[src/bavg_pkg.sv]
// shared constants and types for the block average readout
package bavg_pkg;

  localparam int SAMPLE_W             = 16;
  localparam int SUM_W                = 22;
  localparam int CNT_W                = 6;
  localparam int AVG_W                = 16;
  localparam int DIGIT_W              = 4;
  localparam int TOP_DIGIT_W          = 3;
  localparam int NUM_LOW_DIGITS       = 4;
  localparam int SAMPLES_PER_BLOCK_DEF = 50;

  localparam logic [AVG_W-1:0] AVG_MASK = 16'hFFFC;

  // x / 10 == (x * 52429) >> 19 for every x below 81920
  localparam logic [AVG_W-1:0] DIV10_MUL   = 16'd52429;
  localparam int               DIV10_SHIFT = 19;
  localparam logic [3:0]       RADIX       = 4'd10;

  // beat travelling down the digit pipeline
  typedef struct packed {
    logic [AVG_W-1:0]                            rest;
    logic [AVG_W-1:0]                            average;
    logic [NUM_LOW_DIGITS-1:0][DIGIT_W-1:0]      digits;
  } bcd_stage_t;

endpackage

[src/bavg_sample_if.sv]
// input channel: one converter sample per beat
interface bavg_sample_if;
  logic                          valid;
  logic                          ready;
  logic [bavg_pkg::SAMPLE_W-1:0] sample;

  modport source (output valid, output sample, input ready);
  modport sink (input valid, input sample, output ready);
endinterface

[src/bavg_result_if.sv]
// output channel: block average and its decimal digits per beat
interface bavg_result_if;
  logic                             valid;
  logic                             ready;
  logic [bavg_pkg::AVG_W-1:0]       average;
  logic [bavg_pkg::DIGIT_W-1:0]     digit_ones;
  logic [bavg_pkg::DIGIT_W-1:0]     digit_tens;
  logic [bavg_pkg::DIGIT_W-1:0]     digit_hundreds;
  logic [bavg_pkg::DIGIT_W-1:0]     digit_thousands;
  logic [bavg_pkg::TOP_DIGIT_W-1:0] digit_ten_thousands;

  modport source (output valid, output average, output digit_ones, output digit_tens,
                  output digit_hundreds, output digit_thousands,
                  output digit_ten_thousands, input ready);
  modport sink (input valid, input average, input digit_ones, input digit_tens,
                input digit_hundreds, input digit_thousands,
                input digit_ten_thousands, output ready);
endinterface

[src/bavg_accum.sv]
// running sum and sample counter, hands out the finished block sum
module bavg_accum #(
  parameter int SAMPLES_PER_BLOCK = bavg_pkg::SAMPLES_PER_BLOCK_DEF
) (
  input  logic                          clk,
  input  logic                          rst,
  input  logic                          in_valid,
  output logic                          in_ready,
  input  logic [bavg_pkg::SAMPLE_W-1:0] in_sample,
  output logic                          blk_valid,
  input  logic                          blk_ready,
  output logic [bavg_pkg::SUM_W-1:0]    blk_sum
);

  logic [bavg_pkg::SUM_W-1:0] sum;
  logic [bavg_pkg::SUM_W-1:0] sum_next;
  logic [bavg_pkg::CNT_W-1:0] count;
  logic [bavg_pkg::CNT_W:0]   count_inc;
  logic                       last;
  logic                       take;

  // accept while the block register is free or being emptied
  assign in_ready  = !blk_valid || blk_ready;
  assign take      = in_valid && in_ready;
  assign sum_next  = sum + bavg_pkg::SUM_W'(in_sample);
  assign count_inc = {1'b0, count} + (bavg_pkg::CNT_W + 1)'(1);
  assign last      = (count_inc == (bavg_pkg::CNT_W + 1)'(SAMPLES_PER_BLOCK));

  // control and running state
  always_ff @(posedge clk) begin
    if (rst) begin
      sum       <= '0;
      count     <= '0;
      blk_valid <= 1'b0;
    end else begin
      if (blk_valid && blk_ready) begin
        blk_valid <= 1'b0;
      end
      if (take) begin
        if (last) begin
          sum       <= '0;
          count     <= '0;
          blk_valid <= 1'b1;
        end else begin
          sum   <= sum_next;
          count <= count_inc[bavg_pkg::CNT_W-1:0];
        end
      end
    end
  end

  // finished block sum
  always_ff @(posedge clk) begin
    if (take && last) begin
      blk_sum <= sum_next;
    end
  end

endmodule

[src/bavg_div.sv]
// block sum divided by the block length through a reciprocal multiply
module bavg_div #(
  parameter int SAMPLES_PER_BLOCK = bavg_pkg::SAMPLES_PER_BLOCK_DEF
) (
  input  logic                       clk,
  input  logic                       rst,
  input  logic                       blk_valid,
  output logic                       blk_ready,
  input  logic [bavg_pkg::SUM_W-1:0] blk_sum,
  output logic                       avg_valid,
  input  logic                       avg_ready,
  output bavg_pkg::bcd_stage_t       avg_beat
);

  // ceil(2^K / N) with K = sum width + ceil(log2 N) is exact for every sum
  localparam int          LOG_N      = $clog2(SAMPLES_PER_BLOCK);
  localparam int          K          = bavg_pkg::SUM_W + LOG_N;
  localparam int          MUL_W      = bavg_pkg::SUM_W + 1;
  localparam int          PROD_W     = bavg_pkg::SUM_W + MUL_W;
  localparam logic [63:0] RECIP_FULL =
    ((64'd1 << K) + 64'(SAMPLES_PER_BLOCK) - 64'd1) / 64'(SAMPLES_PER_BLOCK);
  localparam logic [MUL_W-1:0] RECIP = RECIP_FULL[MUL_W-1:0];

  logic [PROD_W-1:0]          product;
  logic [bavg_pkg::AVG_W-1:0] quotient;
  logic [bavg_pkg::AVG_W-1:0] avg;

  assign blk_ready = !avg_valid || avg_ready;
  assign product   = PROD_W'(blk_sum) * PROD_W'(RECIP);
  assign quotient  = bavg_pkg::AVG_W'(product >> K);
  assign avg       = quotient & bavg_pkg::AVG_MASK;

  // stage valid
  always_ff @(posedge clk) begin
    if (rst) begin
      avg_valid <= 1'b0;
    end else if (blk_ready) begin
      avg_valid <= blk_valid;
    end
  end

  // stage payload
  always_ff @(posedge clk) begin
    if (blk_ready && blk_valid) begin
      avg_beat.rest    <= avg;
      avg_beat.average <= avg;
      avg_beat.digits  <= '0;
    end
  end

endmodule

[src/bavg_bcd.sv]
// decimal split: one digit peeled off per stage, last stage is the output register
module bavg_bcd (
  input  logic                 clk,
  input  logic                 rst,
  input  logic                 avg_valid,
  output logic                 avg_ready,
  input  bavg_pkg::bcd_stage_t avg_beat,
  bavg_result_if.source        results
);

  localparam int NS = bavg_pkg::NUM_LOW_DIGITS;

  logic                 st_valid [NS];
  logic                 st_ready [NS+1];
  bavg_pkg::bcd_stage_t st       [NS];

  assign st_ready[NS] = results.ready;
  assign avg_ready    = st_ready[0];

  for (genvar i = 0; i < NS; i++) begin : g_stage
    logic                       v_in;
    bavg_pkg::bcd_stage_t       b_in;
    bavg_pkg::bcd_stage_t       b_next;
    logic [2*bavg_pkg::AVG_W-1:0] prod;
    logic [bavg_pkg::AVG_W-1:0] q;
    logic [bavg_pkg::AVG_W-1:0] rem;

    if (i == 0) begin : g_first
      assign v_in = avg_valid;
      assign b_in = avg_beat;
    end else begin : g_next
      assign v_in = st_valid[i-1];
      assign b_in = st[i-1];
    end

    assign st_ready[i] = !st_valid[i] || st_ready[i+1];

    // quotient and remainder by ten
    always_comb begin
      prod   = (2*bavg_pkg::AVG_W)'(b_in.rest) * (2*bavg_pkg::AVG_W)'(bavg_pkg::DIV10_MUL);
      q      = bavg_pkg::AVG_W'(prod >> bavg_pkg::DIV10_SHIFT);
      rem    = b_in.rest - (q << 3) - (q << 1);
      b_next = b_in;
      b_next.rest      = q;
      b_next.digits[i] = rem[bavg_pkg::DIGIT_W-1:0];
    end

    // stage valid
    always_ff @(posedge clk) begin
      if (rst) begin
        st_valid[i] <= 1'b0;
      end else if (st_ready[i]) begin
        st_valid[i] <= v_in;
      end
    end

    // stage payload
    always_ff @(posedge clk) begin
      if (st_ready[i] && v_in) begin
        st[i] <= b_next;
      end
    end
  end

  // output beat from the last stage
  assign results.valid               = st_valid[NS-1];
  assign results.average             = st[NS-1].average;
  assign results.digit_ones          = st[NS-1].digits[0];
  assign results.digit_tens          = st[NS-1].digits[1];
  assign results.digit_hundreds      = st[NS-1].digits[2];
  assign results.digit_thousands     = st[NS-1].digits[3];
  assign results.digit_ten_thousands = st[NS-1].rest[bavg_pkg::TOP_DIGIT_W-1:0];

endmodule

[src/block_average_decimal_readout.sv]
// top level: block average of converter samples with decimal digit readout
//
//   channel   dir  payload                                     beats
//   samples   in   sample[15:0]                                one per sample
//   results   out  average[15:0], five decimal digits          one per block
//
// A sample beat is taken every cycle; the accumulator adds it in one step.
// After its last sample, a block's result passes the block register, the
// reciprocal multiply stage, then four divide-by-ten digit stages.
// Synchronous reset clears sum, counter and every stage valid.
// A stall on results backs up stage by stage; samples stall only once the
// block register is full and cannot move on.
module block_average_decimal_readout #(
  parameter int SAMPLES_PER_BLOCK = bavg_pkg::SAMPLES_PER_BLOCK_DEF
) (
  input  logic          clk,
  input  logic          rst,
  bavg_sample_if.sink   samples,
  bavg_result_if.source results
);

  logic                       blk_valid;
  logic                       blk_ready;
  logic [bavg_pkg::SUM_W-1:0] blk_sum;
  logic                       avg_valid;
  logic                       avg_ready;
  bavg_pkg::bcd_stage_t       avg_beat;

  // accumulate samples into blocks
  bavg_accum #(
    .SAMPLES_PER_BLOCK(SAMPLES_PER_BLOCK)
  ) u_accum (
    .clk       (clk),
    .rst       (rst),
    .in_valid  (samples.valid),
    .in_ready  (samples.ready),
    .in_sample (samples.sample),
    .blk_valid (blk_valid),
    .blk_ready (blk_ready),
    .blk_sum   (blk_sum)
  );

  // mean of the block
  bavg_div #(
    .SAMPLES_PER_BLOCK(SAMPLES_PER_BLOCK)
  ) u_div (
    .clk       (clk),
    .rst       (rst),
    .blk_valid (blk_valid),
    .blk_ready (blk_ready),
    .blk_sum   (blk_sum),
    .avg_valid (avg_valid),
    .avg_ready (avg_ready),
    .avg_beat  (avg_beat)
  );

  // decimal digits and output register
  bavg_bcd u_bcd (
    .clk       (clk),
    .rst       (rst),
    .avg_valid (avg_valid),
    .avg_ready (avg_ready),
    .avg_beat  (avg_beat),
    .results   (results)
  );

endmodule

[src/flat_wrapper.sv]
// flat-port wrapper written by rule: the top's interface ports become plain ports
module block_average_decimal_readout_flat 
#(
  parameter int SAMPLES_PER_BLOCK = bavg_pkg::SAMPLES_PER_BLOCK_DEF
)
  (clk, rst, samples_valid, samples_sample, samples_ready, results_valid, results_average, results_digit_ones, results_digit_tens, results_digit_hundreds, results_digit_thousands, results_digit_ten_thousands, results_ready);
  bavg_sample_if samples_i ();
  bavg_result_if results_i ();
  input  logic clk;
  input  logic rst;
  input wire logic [$bits(samples_i.valid)-1:0] samples_valid;
  input wire logic [$bits(samples_i.sample)-1:0] samples_sample;
  output wire logic [$bits(samples_i.ready)-1:0] samples_ready;
  output wire logic [$bits(results_i.valid)-1:0] results_valid;
  output wire logic [$bits(results_i.average)-1:0] results_average;
  output wire logic [$bits(results_i.digit_ones)-1:0] results_digit_ones;
  output wire logic [$bits(results_i.digit_tens)-1:0] results_digit_tens;
  output wire logic [$bits(results_i.digit_hundreds)-1:0] results_digit_hundreds;
  output wire logic [$bits(results_i.digit_thousands)-1:0] results_digit_thousands;
  output wire logic [$bits(results_i.digit_ten_thousands)-1:0] results_digit_ten_thousands;
  input wire logic [$bits(results_i.ready)-1:0] results_ready;
  assign samples_i.valid = samples_valid;
  assign samples_i.sample = samples_sample;
  assign samples_ready = samples_i.ready;
  assign results_valid = results_i.valid;
  assign results_average = results_i.average;
  assign results_digit_ones = results_i.digit_ones;
  assign results_digit_tens = results_i.digit_tens;
  assign results_digit_hundreds = results_i.digit_hundreds;
  assign results_digit_thousands = results_i.digit_thousands;
  assign results_digit_ten_thousands = results_i.digit_ten_thousands;
  assign results_i.ready = results_ready;
  block_average_decimal_readout #(.SAMPLES_PER_BLOCK(SAMPLES_PER_BLOCK)) u_core (.clk(clk), .rst(rst), .samples(samples_i), .results(results_i));
endmodule
[config.mk]
export PLATFORM = sky130hd
export DESIGN_NAME = block_average_decimal_readout_flat
export DESIGN_NICKNAME = d
export VERILOG_FILES = /design/src/bavg_pkg.sv /design/src/bavg_sample_if.sv /design/src/bavg_result_if.sv /design/src/bavg_accum.sv /design/src/bavg_div.sv /design/src/bavg_bcd.sv /design/src/block_average_decimal_readout.sv /design/src/flat_wrapper.sv
export SDC_FILE = /design/constraint.sdc
export NUM_CORES = 2
export LEC_CHECK = 0
export ABC_AREA = 0
export BUFFER_PORTS_ARGS = -buffer_cell sky130_fd_sc_hd__buf_2
export CAP_MARGIN = 40
export CORE_UTILIZATION = 57
export CTS_CLUSTER_DIAMETER = 30
export CTS_CLUSTER_SIZE = 28
export DETAILED_ROUTE_END_ITERATION = 8
export GPL_TIMING_DRIVEN = 0
export PLACE_DENSITY = 0.76
export SYNTH_ARGS = -nofsm -noshare
export SYNTH_HDL_FRONTEND = slang
export SYNTH_HIERARCHICAL = 1
export SYNTH_SLANG_ARGS = --single-unit
[constraint.sdc]
create_clock -name clk -period 18.83 [get_ports clk]
set_input_delay 1.883 -clock clk [delete_from_list [all_inputs] [get_ports clk]]
set_output_delay 1.883 -clock clk [all_outputs]
set_load 0.01 [all_outputs]
==> results.tsv <==
stage	metric	value	unit
floorplan	chip width	239.9	um
pwr	P_int	1132	uW
pwr	static leakage	0.01823	uW
setup_path	Worst Path Max Fanout	10	
detailed_routing	DRC violation count after routing	0	
sta	count of pins over their slew limit	0	
clock_tree	clk sinks	216	
clock_tree	Clock Path Buffers	3	
setup_path	Critical Path AT	7.80	ns
setup_path	Startpoint Class	register	
clock_tree	Post-CTS Resized	0	
floorplan	initial core utilization	0.5808	
clock_tree	hold_buf cts	0	
detailed_routing	wire length per cell	16.99	um
cells_and_area	nets@finish	4294	
sta	Setup Viol. Count Final	0	
placed_design	gpl congestion	0.9639	
worst_hold_path	min-delay worst type	reg2reg	
floorplan	cell row count	86	
setup_path	nature of the critical path endpoint	register	
logic_synthesis	Synth Instances	3010	
placed_design	Setup WS pre-CTS	11.40	ns
pwr	combinational share of power	0.100	
placed_design	PortBufs	56	
pwr	clock power share	0.546	
clock_tree	H-tree levels	2	
logic_synthesis	Synth Cell Area	0.03225	mm^2
placed_design	Post-DP Area	0.03355	mm^2
global_routing	largest net degree at the start of global routing	38	
clock_tree	CTS buffer count	44	
sta	final setup TNS	0	ns
sta	RSZ-0062 raised after global routing	false	
logic_synthesis	syn_area_per_cell	10.71	um^2
sta	final worst setup slack	11.34	ns
floorplan	core area	0.05552	mm^2
global_routing	initial antenna violation count	0	
global_routing	first-pass GRT wire length	111400	um
worst_hold_path	WHS Path Cells	0	
flow_run	# Max-Cap Violations	0	
status	status	finished clean	
sta	Clock Skews	0.02445	ns
sta	Peak Freq	133.5	MHz
detailed_routing	final wirelength	66270	um
placed_design	hpwl dp	57210	um
cells_and_area	final instance area	0.03512	mm^2
cells_and_area	area grow syn2layout	8.901	%
global_routing	number of global-route vias before repair	22790	
detailed_routing	1st-pass router iterations	5	
pwr	net switching power	361.3	uW
sta	clock period minus worst slack	7.491	ns
detailed_routing	initial drt markers	959	
sta	slew of the pin with the lowest slew margin	0.8704	ns
clock_tree	clk slew on worst S/H paths	0.05	ns
pwr	VDD IR max	0.00007814	V
clock_tree	CTS Root Buffer Type	clkbuf_16	
sta	final period utilization	0.3978	
clock_tree	CTS tree	done	
setup_path	crit path kind	reg2reg	
sta	final hold violation count	0	
clock_tree	clk_lat worst skew	0.58	ns
floorplan	# IOs	57	
clock_tree	post-CTS setup buffer count	0	
detailed_routing	Antenna Nets Post-Route	0	
detailed_routing	vias per cell	5.289	
detailed_routing	Via Count	20630	
pwr	Sw Share	0.2419	
global_routing	total gr overflow	0	
setup_path	Reg2Reg Depth	25	
global_routing	Overall Global Routing Usage	0.2450	
cells_and_area	layout cells sized above 1	0.06882	
logic_synthesis	synth warn	6	
pwr	pwr/cell area	42.53	mW/mm^2
floorplan	Die ar.	0.05753	mm^2
setup_path	Worst Path Required	19.14	ns
floorplan	Die Y-Extent	239.9	um
cells_and_area	ant diodes	0	
sta	Slew HR	0.4197	
pwr	register share of total power	0.355	
state kept, by name, indices dropped and copies added, names as in the netlist:
register	cells
u_core/u_div/avg_valid	1
u_core/u_accum/sum	22
u_core/u_accum/blk_sum	22
u_core/u_div/avg_beat	14
u_core/u_accum/blk_valid	1
u_core/u_bcd/st	146
u_core/u_bcd/st_valid	4
u_core/u_accum/count	6
final timing paths:
kind | from | endpoint | slack (ns)
max | u_core/u_bcd/st[0][34] | u_core/u_bcd/st[1][7] | 11.34
min | u_core/u_bcd/st[0][31] | u_core/u_bcd/st[1][31] | 0.41
max reg2reg | u_core/u_bcd/st[0][34] | u_core/u_bcd/st[1][7] | 11.34
min reg2reg | u_core/u_bcd/st[0][31] | u_core/u_bcd/st[1][31] | 0.41
metrics by stage:
| stage | util | hold slack [ns] | power, uW | std cells |
|---|---|---|---|---|
| floorplan | - | 0.4003 | 649.5 | 3013 |
| global placement | 0.6029 | 0.4031 | 677.8 | 3817 |
| detailed placement | 0.6043 | 0.4045 | 684.9 | 3820 |
| CTS | 0.6325 | 0.4148 | 1510 | 3901 |
| global route | 0.6325 | 0.4191 | 1551 | 3901 |
| finish | 0.6325 | 0.4111 | 1493 | 3901 |
layout by cell type (no fill, tap or decap), types with 34 or more instances in the layout:
cell type / count
ha_1: 723
a21o_1: 34
edfxtp_1: 186
buf_2: 57
clkbuf_16: 45
o21ai_0: 34
xnor2_1: 73
nand3_1: 35
nor2_1: 53
xor2_1: 38
nand2_1: 78
inv_1: 890
fa_1: 433
a21oi_1: 92
power groups by stage:
stage / clock network, uW / logic, uW / registers, uW
after detailed placement: 0 / 147 / 538
final: 815 / 149 / 530
after floorplan: 0 / 112 / 537
after CTS: 832 / 149 / 529
after global placement: 0 / 140 / 538
after global routing: 854 / 168 / 530
routing by layer:
| metal | wire length (um) | up-vias | GRT usage | part of all wire |
|---|---|---|---|---|
| met5 | 0 | - | 0 | 0 |
| met4 | 2396 | 0 | 0.08840 | 0.036 |
| met3 | 2324 | 157 | 0.02939 | 0.035 |
| met2 | 33690 | 438 | 0.4467 | 0.51 |
| met1 | 27850 | 10090 | 0.2964 | 0.42 |
| li1 | - | 9946 | - | - |
cell type report:
cell class / instances / area [um^2]
clock inverters: 31 / 410.4
multi-input cells: 1878 / 22540
well taps: 748 / 935.9
flip-flops and latches: 216 / 6186
inverters: 890 / 3341
clock buffers: 50 / 1155
plain buffers: 29 / 207.7
repair buffers: 59 / 340.3
fillers: 4330 / 20410
worst max-delay path, cell delays in order (launching register included):
cell      delay (ns)
edfxtp_1        0.55
ha_1            0.44
inv_1           0.08
fa_1            0.53
inv_1           0.05
fa_1            0.50
fa_1            0.57
fa_1            0.56
inv_1           0.06
fa_1            0.54
inv_1           0.05
ha_1            0.30
a21o_1          0.16
a21o_1          0.17
a211oi_2        0.72
o21ai_0         0.20
a21oi_1         0.24
xnor2_1         0.17
ha_1            0.19
xor2_1          0.33
a21oi_1         0.10
nand4_1         0.11
o31ai_1         0.11
a311oi_1        0.25
nand2_1         0.10
xor2_1          0.15
(Power assumes the default switching activity.)
